===== src/rtl/scc_pkg.sv =====
// ----------------------------------------------------------------------------
// scc_pkg
// Shared types and constants for the strongly connected components block.
// ----------------------------------------------------------------------------
package scc_pkg;

  localparam int NODE_W  = 6;
  localparam int COUNT_W = 7;
  localparam int CMD_W   = 2;

  localparam logic [CMD_W-1:0] CMD_CLEAR = 2'd0;
  localparam logic [CMD_W-1:0] CMD_ADD   = 2'd1;
  localparam logic [CMD_W-1:0] CMD_RUN   = 2'd2;

  typedef logic [NODE_W-1:0] node_t;

endpackage


===== src/rtl/scc_edge_store.sv =====
// ----------------------------------------------------------------------------
// scc_edge_store
// Edge list memory with fill count; one append and one registered read a cycle.
// ----------------------------------------------------------------------------
module scc_edge_store #(
  parameter int MAX_EDGES = 256,
  parameter int CNT_W     = $clog2(MAX_EDGES + 1),
  parameter int AW        = (MAX_EDGES > 1) ? $clog2(MAX_EDGES) : 1
) (
  input  logic              clk,
  input  logic              rst_n,
  input  logic              clr,
  input  logic              wr_en,
  input  scc_pkg::node_t    wr_src,
  input  scc_pkg::node_t    wr_tgt,
  input  logic [CNT_W-1:0]  rd_addr,
  output scc_pkg::node_t    rd_src,
  output scc_pkg::node_t    rd_tgt,
  output logic [CNT_W-1:0]  count
);

  logic [2*scc_pkg::NODE_W-1:0] mem [MAX_EDGES];
  logic [CNT_W-1:0]             cnt_r;
  logic                         room;

  assign room  = cnt_r < CNT_W'(MAX_EDGES);
  assign count = cnt_r;

  always_ff @(posedge clk) begin
    if (!rst_n) begin
      cnt_r <= '0;
    end else if (clr) begin
      cnt_r <= '0;
    end else if (wr_en && room) begin
      cnt_r <= cnt_r + 1'b1;
    end
  end

  always_ff @(posedge clk) begin
    if (wr_en && room) begin
      mem[cnt_r[AW-1:0]] <= {wr_tgt, wr_src};
    end
    {rd_tgt, rd_src} <= mem[rd_addr[AW-1:0]];
  end

endmodule


===== src/rtl/scc_walk_stack.sv =====
// ----------------------------------------------------------------------------
// scc_walk_stack
// Depth-first walk stack: saved node and edge cursor per level, registered read.
// ----------------------------------------------------------------------------
module scc_walk_stack #(
  parameter int MAX_NODES = 64,
  parameter int CNT_W     = 9,
  parameter int IW        = $clog2(MAX_NODES)
) (
  input  logic              clk,
  input  logic              wr_en,
  input  logic [IW-1:0]     wr_addr,
  input  scc_pkg::node_t    wr_node,
  input  logic [CNT_W-1:0]  wr_cur,
  input  logic [IW-1:0]     rd_addr,
  output scc_pkg::node_t    rd_node,
  output logic [CNT_W-1:0]  rd_cur
);

  logic [scc_pkg::NODE_W+CNT_W-1:0] mem [MAX_NODES];

  always_ff @(posedge clk) begin
    if (wr_en) begin
      mem[wr_addr] <= {wr_cur, wr_node};
    end
    {rd_cur, rd_node} <= mem[rd_addr];
  end

endmodule


===== src/rtl/strongly_connected_components.sv =====
// ----------------------------------------------------------------------------
// strongly_connected_components
// Stores a directed graph and lists its strongly connected components
// (forward depth-first finish order, then reverse-edge walks).
// ----------------------------------------------------------------------------
//  channel | ports                         | contents
//  in      | in_tvalid/tready/tdata[15:0]  | command, from_node, to_node
//  out     | out_tvalid/tready/tdata[15:0] | component, member_node
//          | out_tuser[0], out_tlast       | component_end, last of the run
//  cfg     | cfg_we, cfg_wdata[6:0]        | node_count
//
//  Clear and add are accepted while idle. A run reads and tests the edges
//  one at a time for each walk step, with extra states for each node push,
//  pop and finish: the edge memory read port is the loop that sets the time.
//  Reset is synchronous, active low; edge contents stay undefined until added.
//  Input is held off for the whole run; a stalled output holds the walk.
// ----------------------------------------------------------------------------
module strongly_connected_components #(
  parameter int MAX_NODES = 64,
  parameter int MAX_EDGES = 256
) (
  input  logic        clk,
  input  logic        rst_n,
  input  logic        in_tvalid,
  output logic        in_tready,
  input  logic [15:0] in_tdata,   // [1:0] command, [7:2] from_node, [13:8] to_node
  output logic        out_tvalid,
  input  logic        out_tready,
  output logic [15:0] out_tdata,  // [5:0] component, [11:6] member_node
  output logic [0:0]  out_tuser,  // [0] component_end
  output logic        out_tlast,
  input  logic        cfg_we,
  input  logic [6:0]  cfg_wdata
);

  localparam int CNT_W = $clog2(MAX_EDGES + 1);
  localparam int IW    = $clog2(MAX_NODES);
  localparam int CW    = scc_pkg::COUNT_W;

  localparam logic [3:0] S_IDLE   = 4'd0;
  localparam logic [3:0] S_FSTART = 4'd1;
  localparam logic [3:0] S_SCAN   = 4'd2;
  localparam logic [3:0] S_EVAL   = 4'd3;
  localparam logic [3:0] S_NOEDGE = 4'd4;
  localparam logic [3:0] S_POP    = 4'd5;
  localparam logic [3:0] S_RSTART = 4'd6;
  localparam logic [3:0] S_RLOAD  = 4'd7;
  localparam logic [3:0] S_EMIT   = 4'd8;
  localparam logic [3:0] S_FLUSH  = 4'd9;

  logic [3:0]           state_r;
  logic [CW-1:0]        node_count_r;
  logic [CW-1:0]        n_use;
  logic [CW-1:0]        s_r;
  scc_pkg::node_t       u_r;
  scc_pkg::node_t       v_r;
  logic [CNT_W-1:0]     e_r;
  logic [CW-1:0]        sp_r;
  logic [CW-1:0]        fin_cnt_r;
  logic [CW-1:0]        comp_r;
  logic                 rev_r;
  logic [MAX_NODES-1:0] fseen_r;
  logic [MAX_NODES-1:0] rseen_r;
  logic                 pend_valid_r;
  scc_pkg::node_t       pend_node_r;
  scc_pkg::node_t       pend_comp_r;
  logic                 pend_end_r;
  logic                 out_valid_r;
  logic [15:0]          out_data_r;
  logic                 out_end_r;
  logic                 out_last_r;

  logic [scc_pkg::CMD_W-1:0] cmd;
  scc_pkg::node_t       in_from;
  scc_pkg::node_t       in_to;
  logic                 in_fire;
  logic                 slot_free;
  logic                 out_load;

  scc_pkg::node_t       ed_src;
  scc_pkg::node_t       ed_tgt;
  logic [CNT_W-1:0]     edge_cnt;
  scc_pkg::node_t       stk_node;
  logic [CNT_W-1:0]     stk_cur;
  logic                 stk_we;
  logic [IW-1:0]        stk_waddr;
  logic [IW-1:0]        stk_raddr;

  logic [scc_pkg::NODE_W-1:0] fin_mem [MAX_NODES];
  scc_pkg::node_t       fin_rd;

  logic                 match;
  scc_pkg::node_t       nbr;

  assign cmd       = in_tdata[1:0];
  assign in_from   = in_tdata[7:2];
  assign in_to     = in_tdata[13:8];
  assign in_tready = (state_r == S_IDLE);
  assign in_fire   = in_tvalid && in_tready;
  assign slot_free = !out_valid_r || out_tready;
  assign out_load  = pend_valid_r && slot_free && (state_r == S_EMIT || state_r == S_FLUSH);
  assign n_use     = (node_count_r > CW'(MAX_NODES)) ? CW'(MAX_NODES) : node_count_r;

  assign out_tvalid   = out_valid_r;
  assign out_tdata    = out_data_r;
  assign out_tuser[0] = out_end_r;
  assign out_tlast    = out_last_r;

  // neighbor test on the edge just read
  always_comb begin
    if (rev_r) begin
      nbr   = ed_src;
      match = (ed_tgt == u_r) && ({1'b0, ed_src} < n_use) && !rseen_r[ed_src[IW-1:0]];
    end else begin
      nbr   = ed_tgt;
      match = (ed_src == u_r) && ({1'b0, ed_tgt} < n_use) && !fseen_r[ed_tgt[IW-1:0]];
    end
  end

  assign stk_we    = (state_r == S_EVAL) && match;
  assign stk_waddr = IW'(sp_r - 1'b1);
  assign stk_raddr = IW'(sp_r - 2'd2);

  scc_edge_store #(
    .MAX_EDGES (MAX_EDGES)
  ) u_edges (
    .clk     (clk),
    .rst_n   (rst_n),
    .clr     (in_fire && cmd == scc_pkg::CMD_CLEAR),
    .wr_en   (in_fire && cmd == scc_pkg::CMD_ADD
              && {1'b0, in_from} < n_use && {1'b0, in_to} < n_use),
    .wr_src  (in_from),
    .wr_tgt  (in_to),
    .rd_addr (e_r),
    .rd_src  (ed_src),
    .rd_tgt  (ed_tgt),
    .count   (edge_cnt)
  );

  scc_walk_stack #(
    .MAX_NODES (MAX_NODES),
    .CNT_W     (CNT_W)
  ) u_stack (
    .clk     (clk),
    .wr_en   (stk_we),
    .wr_addr (stk_waddr),
    .wr_node (u_r),
    .wr_cur  (e_r + 1'b1),
    .rd_addr (stk_raddr),
    .rd_node (stk_node),
    .rd_cur  (stk_cur)
  );

  always_ff @(posedge clk) begin
    if (state_r == S_NOEDGE && !rev_r) begin
      fin_mem[fin_cnt_r[IW-1:0]] <= u_r;
    end
    fin_rd <= fin_mem[IW'(fin_cnt_r - 1'b1)];
  end

  always_ff @(posedge clk) begin
    if (!rst_n) begin
      node_count_r <= CW'(64);
    end else if (cfg_we) begin
      node_count_r <= cfg_wdata;
    end
  end

  // load a new result when the slot frees, drop it once it transfers
  always_ff @(posedge clk) begin
    if (!rst_n) begin
      out_valid_r <= 1'b0;
    end else if (out_load) begin
      out_valid_r <= 1'b1;
    end else if (out_tready) begin
      out_valid_r <= 1'b0;
    end
  end

  always_ff @(posedge clk) begin
    if (!rst_n) begin
      state_r      <= S_IDLE;
      pend_valid_r <= 1'b0;
      rev_r        <= 1'b0;
      fseen_r      <= '0;
      rseen_r      <= '0;
      fin_cnt_r    <= '0;
      comp_r       <= '0;
      sp_r         <= '0;
      s_r          <= '0;
      e_r          <= '0;
    end else begin
      unique case (state_r)
        S_IDLE: begin
          if (in_fire && cmd == scc_pkg::CMD_RUN) begin
            fseen_r   <= '0;
            rseen_r   <= '0;
            fin_cnt_r <= '0;
            comp_r    <= '0;
            s_r       <= '0;
            rev_r     <= 1'b0;
            state_r   <= S_FSTART;
          end
        end
        S_FSTART: begin
          if (s_r >= n_use) begin
            rev_r   <= 1'b1;
            state_r <= S_RSTART;
          end else if (fseen_r[s_r[IW-1:0]]) begin
            s_r <= s_r + 1'b1;
          end else begin
            fseen_r[s_r[IW-1:0]] <= 1'b1;
            u_r     <= s_r[scc_pkg::NODE_W-1:0];
            e_r     <= '0;
            sp_r    <= CW'(1);
            state_r <= S_SCAN;
          end
        end
        S_SCAN: begin
          // edge read is issued at e_r; result is checked next cycle
          state_r <= (e_r < edge_cnt) ? S_EVAL : S_NOEDGE;
        end
        S_EVAL: begin
          if (match) begin
            if (rev_r) begin
              rseen_r[nbr[IW-1:0]] <= 1'b1;
              v_r     <= nbr;
              state_r <= S_EMIT;
            end else begin
              fseen_r[nbr[IW-1:0]] <= 1'b1;
              state_r <= S_SCAN;
            end
            u_r  <= nbr;
            e_r  <= '0;
            sp_r <= sp_r + 1'b1;
          end else begin
            e_r     <= e_r + 1'b1;
            state_r <= S_SCAN;
          end
        end
        S_NOEDGE: begin
          sp_r <= sp_r - 1'b1;
          if (!rev_r) begin
            fin_cnt_r <= fin_cnt_r + 1'b1;
          end
          if (sp_r == CW'(1)) begin
            if (rev_r) begin
              pend_end_r <= 1'b1;
              comp_r     <= comp_r + 1'b1;
              state_r    <= S_RSTART;
            end else begin
              s_r     <= s_r + 1'b1;
              state_r <= S_FSTART;
            end
          end else begin
            state_r <= S_POP;
          end
        end
        S_POP: begin
          u_r     <= stk_node;
          e_r     <= stk_cur;
          state_r <= S_SCAN;
        end
        S_RSTART: begin
          if (fin_cnt_r == '0) begin
            state_r <= S_FLUSH;
          end else begin
            fin_cnt_r <= fin_cnt_r - 1'b1;
            state_r   <= S_RLOAD;
          end
        end
        S_RLOAD: begin
          if (rseen_r[fin_rd[IW-1:0]]) begin
            state_r <= S_RSTART;
          end else begin
            rseen_r[fin_rd[IW-1:0]] <= 1'b1;
            u_r     <= fin_rd;
            v_r     <= fin_rd;
            e_r     <= '0;
            sp_r    <= CW'(1);
            state_r <= S_EMIT;
          end
        end
        S_EMIT: begin
          // hold the newest node back until its end flags are known
          if (!pend_valid_r || slot_free) begin
            if (pend_valid_r) begin
              out_data_r  <= {4'd0, pend_node_r, pend_comp_r};
              out_end_r   <= pend_end_r;
              out_last_r  <= 1'b0;
            end
            pend_valid_r <= 1'b1;
            pend_node_r  <= v_r;
            pend_comp_r  <= comp_r[scc_pkg::NODE_W-1:0];
            pend_end_r   <= 1'b0;
            state_r      <= S_SCAN;
          end
        end
        S_FLUSH: begin
          if (!pend_valid_r) begin
            state_r <= S_IDLE;
          end else if (slot_free) begin
            out_data_r   <= {4'd0, pend_node_r, pend_comp_r};
            out_end_r    <= pend_end_r;
            out_last_r   <= 1'b1;
            pend_valid_r <= 1'b0;
            state_r      <= S_IDLE;
          end
        end
        default: begin
          state_r <= S_IDLE;
        end
      endcase
    end
  end

endmodule


===== config.mk =====
export PLATFORM = sky130hd
export DESIGN_NAME = strongly_connected_components
export DESIGN_NICKNAME = d
export VERILOG_FILES = /design/src/rtl/scc_pkg.sv /design/src/rtl/scc_edge_store.sv /design/src/rtl/scc_walk_stack.sv /design/src/rtl/strongly_connected_components.sv
export SDC_FILE = /design/constraint.sdc
export NUM_CORES = 2
export LEC_CHECK = 0
export BUFFER_PORTS_ARGS = -buffer_cell sky130_fd_sc_hd__buf_2
export CORE_MARGIN = 1.5
export CORE_UTILIZATION = 45
export CTS_CLUSTER_DIAMETER = 100
export DETAILED_ROUTE_END_ITERATION = 8
export GPL_ROUTABILITY_DRIVEN = 1
export PLACE_DENSITY = 0.67
export REMOVE_ABC_BUFFERS = 1
export SLEW_MARGIN = 20
export SYNTH_ARGS = -nofsm -noshare
export SYNTH_HDL_FRONTEND = slang
export SYNTH_MEMORY_MAX_BITS = 65536
export SYNTH_SLANG_ARGS = --single-unit

===== constraint.sdc =====
create_clock -name clk -period 12.8 [get_ports clk]
set_clock_uncertainty 0.2 [all_clocks]
set_input_delay 1.28 -clock clk [delete_from_list [all_inputs] [get_ports clk]]
set_output_delay 1.28 -clock clk [all_outputs]
set_load 0.02 [all_outputs]

Word-level counts from Yosys, hierarchy flattened --
Memory sizes are Yosys's and may differ from the RTL's. A register that Yosys moved wholly into a read port is not among the register bits. Cells that the tools add are included.
Word-level totals: register bits after elaboration 231, RAM bits 4416, output and inout port bits 20, memories 3
Memory list:
- u_edges.mem | depth 256, bits a word 12, read ports 1, clocked after memory_dff 1, wr ports 1, line scc_edge_store.sv:22 | logic [2*scc_pkg::NODE_W-1:0] mem [MAX_EDGES];
- u_stack.mem | depth 64, bits a word 15, read ports 1, clocked after memory_dff 1, wr ports 1, line scc_walk_stack.sv:20 | logic [scc_pkg::NODE_W+CNT_W-1:0] mem [MAX_NODES];
- fin_mem | depth 64, bits a word 6, read ports 1, clocked after memory_dff 1, wr ports 1, line strongly_connected_components.sv:89 | logic [scc_pkg::NODE_W-1:0] fin_mem [MAX_NODES];
Cells by class: add/sub/neg operators 9, order comparisons 16, equal/unequal tests 33, multiplexer cells 105, bitwise operators 5, reduce and logical (&&, ||, !) cells 57
Operator list (count):
- two-way mux 64 bit | 8
- case mux 64 bit (3 select lines) | 2
- OR 64 bit | 4
- two-way mux 7 bit | 14
- two-way mux 16 bit | 4
- two-way mux 4 bit | 11
- two-way mux 6 bit | 7
- case mux 7 bit (3 select lines) | 2
- case mux 4 bit (10 select lines) | 1
- two-way mux 9 bit | 4
- case mux 9 bit (4 select lines) | 1
- less-than comparator 6 x 7 -> 1 bit (second input constant) | 5
- two-way mux 1 bit | 32
- case mux 16 bit (2 select lines) | 1
- adder 7 x 1 -> 7 bit (second input constant) | 4
- less-than comparator 6 x 7 -> 1 bit | 4
- inequality test 2 bit (second input constant) | 14
- case mux 7 bit (4 select lines) | 1
- binary-select mux 1 bit (select 6 bit) | 4
- case mux 6 bit (4 select lines) | 1
- AND reduction 6 bit | 4
- AND reduction 5 bit | 4
- adder 9 x 1 -> 9 bit (second input constant) | 2
- demux 1 bit (select 6 bit) | 3
- other kinds (35) | 88

Depth between registers and ports, before layout --
word-level depth 9, depth in mapped cells 13

Cells and area by module --
A second synthesis with hierarchy kept.
Second synthesis, totals: cells, all modules 9294, area, all modules 184195.4 µm²
Modules (own cells, without submodules):
- scc_edge_store | times used 1, cells an instance 5498, area each 118413.6 µm², seq. area each 92668.9 µm²
- scc_walk_stack | times used 1, cells an instance 1638, area each 37189.4 µm², seq. area each 29127.9 µm²
- strongly_connected_components | times used 1, cells an instance 2158, area each 28592.4 µm², seq. area each 16385.7 µm²

Least setup slack after synthesis --
Ideal clock, no wire load.
path kind register to register, start register u_r[1], end memory u_stack.mem[48][0] (netlist name) (enable), arrival 4201 ps, required time 12214 ps, slack 8013 ps, stages on the path, launching flop included 9, path buffers 1, period minus slack after synthesis 4787 ps, cell sequence edfxtp_1 xnor2_1 nand4_1 or4_1 a221oi_4 or2_2 buf_2 nand4b_1 nor2_1
Between the ends: longest elaborated chain between the ends 7, elaborated cells on any way between the ends 10, classes of those cells eq/ne: 2; mux: 3; reduce/logical: 5
RTL lines:
- start: declaration | line strongly_connected_components.sv:55 | scc_pkg::node_t u_r;
- start signal: assignment | line strongly_connected_components.sv:213 | u_r <= s_r[scc_pkg::NODE_W-1:0];
- start signal: assignment | line strongly_connected_components.sv:233 | u_r <= nbr;
- start signal: assignment | line strongly_connected_components.sv:260 | u_r <= stk_node;
- == test 6 bit, on equally long branches | line strongly_connected_components.sv:116, strongly_connected_components.sv:113
- logical AND 1 bit, on equally long branches (2 in series) | line strongly_connected_components.sv:116, strongly_connected_components.sv:113
- two-way mux 1 bit * | line strongly_connected_components.sv:111 | if (rev_r) begin
- logical AND 1 bit * | line strongly_connected_components.sv:120 | assign stk_we = (state_r == S_EVAL) && match;
- two-way mux 1 bit * | line scc_walk_stack.sv:23 | if (wr_en) begin
- two-way mux 1 bit (not written as such) * | line scc_walk_stack.sv:24 | mem[wr_addr] <= {wr_cur, wr_node};
- end: declaration | line scc_walk_stack.sv:20
Every way passes the cells marked *; elsewhere a longest branch is shown, timed or not.

Worst setup path in the final report --
start register state_r[2], end memory u_edges.mem[241][6] (netlist name) (enable)
Between the ends: longest elaborated chain between the ends 8
RTL lines:
- start: declaration | line strongly_connected_components.sv:51 | logic [3:0] state_r;
- start signal: assignment | line strongly_connected_components.sv:221 | state_r <= (e_r < edge_cnt) ? S_EVAL : S_NOEDGE;
- logical NOT 4 bit | line strongly_connected_components.sv:98 | assign in_tready = (state_r == S_IDLE);
- logical AND 1 bit | line strongly_connected_components.sv:99 | assign in_fire = in_tvalid && in_tready;
- logical AND 1 bit | line strongly_connected_components.sv:130 | .wr_en (in_fire && cmd == scc_pkg::CMD_ADD
- logical AND 1 bit (2 in series) | line strongly_connected_components.sv:131 | && {1'b0, in_from} < n_use && {1'b0, in_to} < n_use),
- logical AND 1 bit | line scc_edge_store.sv:40 | if (wr_en && room) begin
- two-way mux 1 bit | line scc_edge_store.sv:40
- two-way mux 1 bit (not written as such) | line scc_edge_store.sv:41 | mem[cnt_r[AW-1:0]] <= {wr_tgt, wr_src};
- end: declaration | line scc_edge_store.sv:22
Every way passes these cells.

==> run_results.csv <==
group,metric,value,unit
route,first_pass_iters,9,
floorplan,initial_core_util,0.453,
synthesis,seq_area_frac_synth,0.749,
grt,grt_pass1_wl,633,mm
timing,fin_tns_setup,0,ns
timing,fmax,0.148,GHz
clocking,ctsHoldBuffers,0,
timing,rsz0062_at_grt,"false",
route,viasPerCell,6.11,
synthesis,synth_cells,8539,
clocking,clk_latency,1.00,ns
clocking,cts_made_buffers,445,
place,place_congestion,0.909,
setup_path,startpoint,"state_r[2]$_SDFFE_PN0P_",
grt,grt_max_degree,171,
layout,fillers,31200,
synthesis,yosys_warnings,0,
layout,fin_nets,8822,
floorplan,die_w,643,um
floorplan,io_pins,48,
setup_path,path_cells,"buf_4 -> or3_1 -> or2_2 -> inv_1 -> nand3b_1 -> nor4b_2 -> o21a_1 -> nand3_1 -> buf_4 -> nor2_1",
synthesis,syn-cell-area,184000,um2
floorplan,coreArea,407000,um2
setup_path,cpMostUsedCell,"buf_4",
setup_path,max_stage_delay,1.04,ns
synthesis,synth.distinct_cells,83,
grt,first_global_vias,89100,
power,ir_drop,0.137,mV
clocking,postCtsSetupBuffers,0,
setup_path,crit_path_end_kind,"register",
run_status,outcome,"complete, no violations",
timing,tightest_slew,1.19,ns
setup_path,critPathArrivalTime,7.14,ns
route,vias,88900,
clocking,clock-root-buffer,"clkbuf_16",
setup_path,cp_top_family,"simple AND/OR/NAND/NOR gates",
clocking,cts.clk_slew.worst_paths,0.06,ns
clocking,cts_buffer_depth,4,
synthesis,async_reset_ff_frac,0,
route,drc,0,
synthesis,ys_ff_latch,4675,
grt,overflow,0,
setup_path,cp-start-kind,"register",
timing,max_slew_margin,0.206,
route,ant_nets,0,
power,p_leak,60.5,nW
worst_hold_path,hp-start,"pend_node_r[4]$_DFFE_PP_",
clocking,cts_tree,"built",
job,drv_cap,0,
synthesis,synth.most_common_cell,"edfxtp_1",
setup_path,path_buf_inv,3,
route,routed_wirelength,438,mm
floorplan,num_rows,234,
worst_hold_path,hp-class,"register to register",
layout,drive_above_1_share,0.300,
route,drt_iter0_drc,11900,
layout,syn_to_final_growth,12.0,%
clocking,cts_resized,0,
synthesis,synthDominantAreaCellType,"edfxtp_1",
synthesis,yosysTopAreaCellShare,0.725,
route,routedWlPerCell,30.1,um
timing,period_share,0.527,
synthesis,synth.avg_cell_area,21.6,um2
timing,hold_viol,0,
setup_path,critPathKind,"register to register",
setup_path,crit_fanout,32,
clocking,htree_num_levels,5,
synthesis,ys_top_cells_by_count,"edfxtp_1 (4,455), mux4_2 (1,459), nor2_1 (549), clkbuf_1 (339), dfxtp_1 (220)",
synthesis,synth_area_leaders,"edfxtp_1 (73%), mux4_2 (18%), dfxtp_1 (2.4%)",
setup_path,slowest_stage,"nand3_1",
synthesis,ys.flop_type,"edfxtp_1",
grt,antenna_found_initial,12,
setup_path,r2r-start,"state_r[2]$_SDFFE_PN0P_",
setup_path,cp.required,13.20,ns
timing,fin_crit,6.74,ns
floorplan,design.die.area,414000,um2
place,dp_hpwl,265,mm
timing,slew_viol_final,0,
grt,track_usage,0.208,
place,dp_slack,5.46,ns
synthesis,synth_edf_count,4455,
power,power_density,150,nW/um2
floorplan,die_h,643,um
timing,setup_ws,6.06,ns
clocking,cts_num_sinks,4675,
timing,finalSetupViolations,0,
place,portBuffers,41,
power by group:
part	total [mW]	switching, mW	internal (mW)	leakage, nW
clock network	13.0	5.63	7.38	7.01
registers	16.8	0.0801	16.7	41.1
logic	1.22	0.806	0.415	12.4
total	31.0	6.52	24.5	60.5
sequential cells by signal, indices dropped and copies added (netlist names), 9 cells and up:
register and flops:
e_r 9, fin_mem 384, fseen_r 64, out_tdata 12
rseen_r 64, u_edges.count 9, u_edges.mem 3072, u_stack.mem 960
u_stack.rd_cur 9
final timing paths:
| path | endpoint | slack [ns] | depth (start not counted) |
|---|---|---|---|
| setup / recovery | u_edges.mem[241][6]$_DFFE_PP_ | 6.06 | 10 |
| hold / removal | out_tdata[10]$_DFFE_PP_ | 0.19 | 0 |
| setup reg to reg | u_edges.mem[241][6]$_DFFE_PP_ | 6.06 | 10 |
| hold reg to reg | out_tdata[10]$_DFFE_PP_ | 0.19 | 0 |
cell families after synthesis:
family,after synthesis,synth area share
compound gates,566,0.0228
xor+xnor,42,0.00199
fa+ha+maj,51,0.00346
buf+inv,554,0.0121
flops,4675,0.749
mux,1574,0.185
other cells,1,0.0000203
simple gates,1076,0.0260
placed cells by master, fill, tap and decap left out, types with 48 or more instances in the layout:
cell,instances
a22oi_1,83
nand3_1,63
dfxtp_1,210
ha_1,48
buf_4,221
nor2_2,227
clkbuf_16,453
o21ai_0,52
clkinv_2,84
o31ai_2,52
nor3_1,60
nor2_1,322
a21oi_1,140
clkinv_1,108
edfxtp_1,4455
clkbuf_1,87
mux2i_1,92
mux4_2,1459
nand2_1,199
per-layer routing:
metal	vias up	global-route usage	wire, um
li1	36400	-	-
met1	47500	0.297	177000
met2	4297	0.332	212000
met3	735	0.0346	36500
met4	6	0.0616	13100
met5	-	0	62
stage by stage:
step	util	hold slack, ns	instances	power, mW	instance area, um2
4_1_cts	0.506	0.207	14500	31.2	206000
3_5_place_dp	0.471	0.208	13700	18.3	192000
2_1_floorplan	-	0.200	8022	17.9	182000
6_report	0.507	0.194	14500	31.0	207000
3_3_place_gp	0.470	0.202	13700	18.3	192000
5_1_grt	0.507	0.226	14500	31.8	207000
cell type report:
cell class | count | area (um2) | area share
Antenna cell | 4 | 10.0 | 0.0000484
Clock buffer | 543 | 11700 | 0.0566
Clock inverter | 273 | 2650 | 0.0128
Inverter | 34 | 131 | 0.000636
Multi-Input combinational cell | 3313 | 45000 | 0.218
Sequential cell | 4675 | 138000 | 0.669
Tap cell | 5428 | 6790 | 0.0329
Timing Repair Buffer | 274 | 2210 | 0.0107
(Power assumes the default switching activity.)
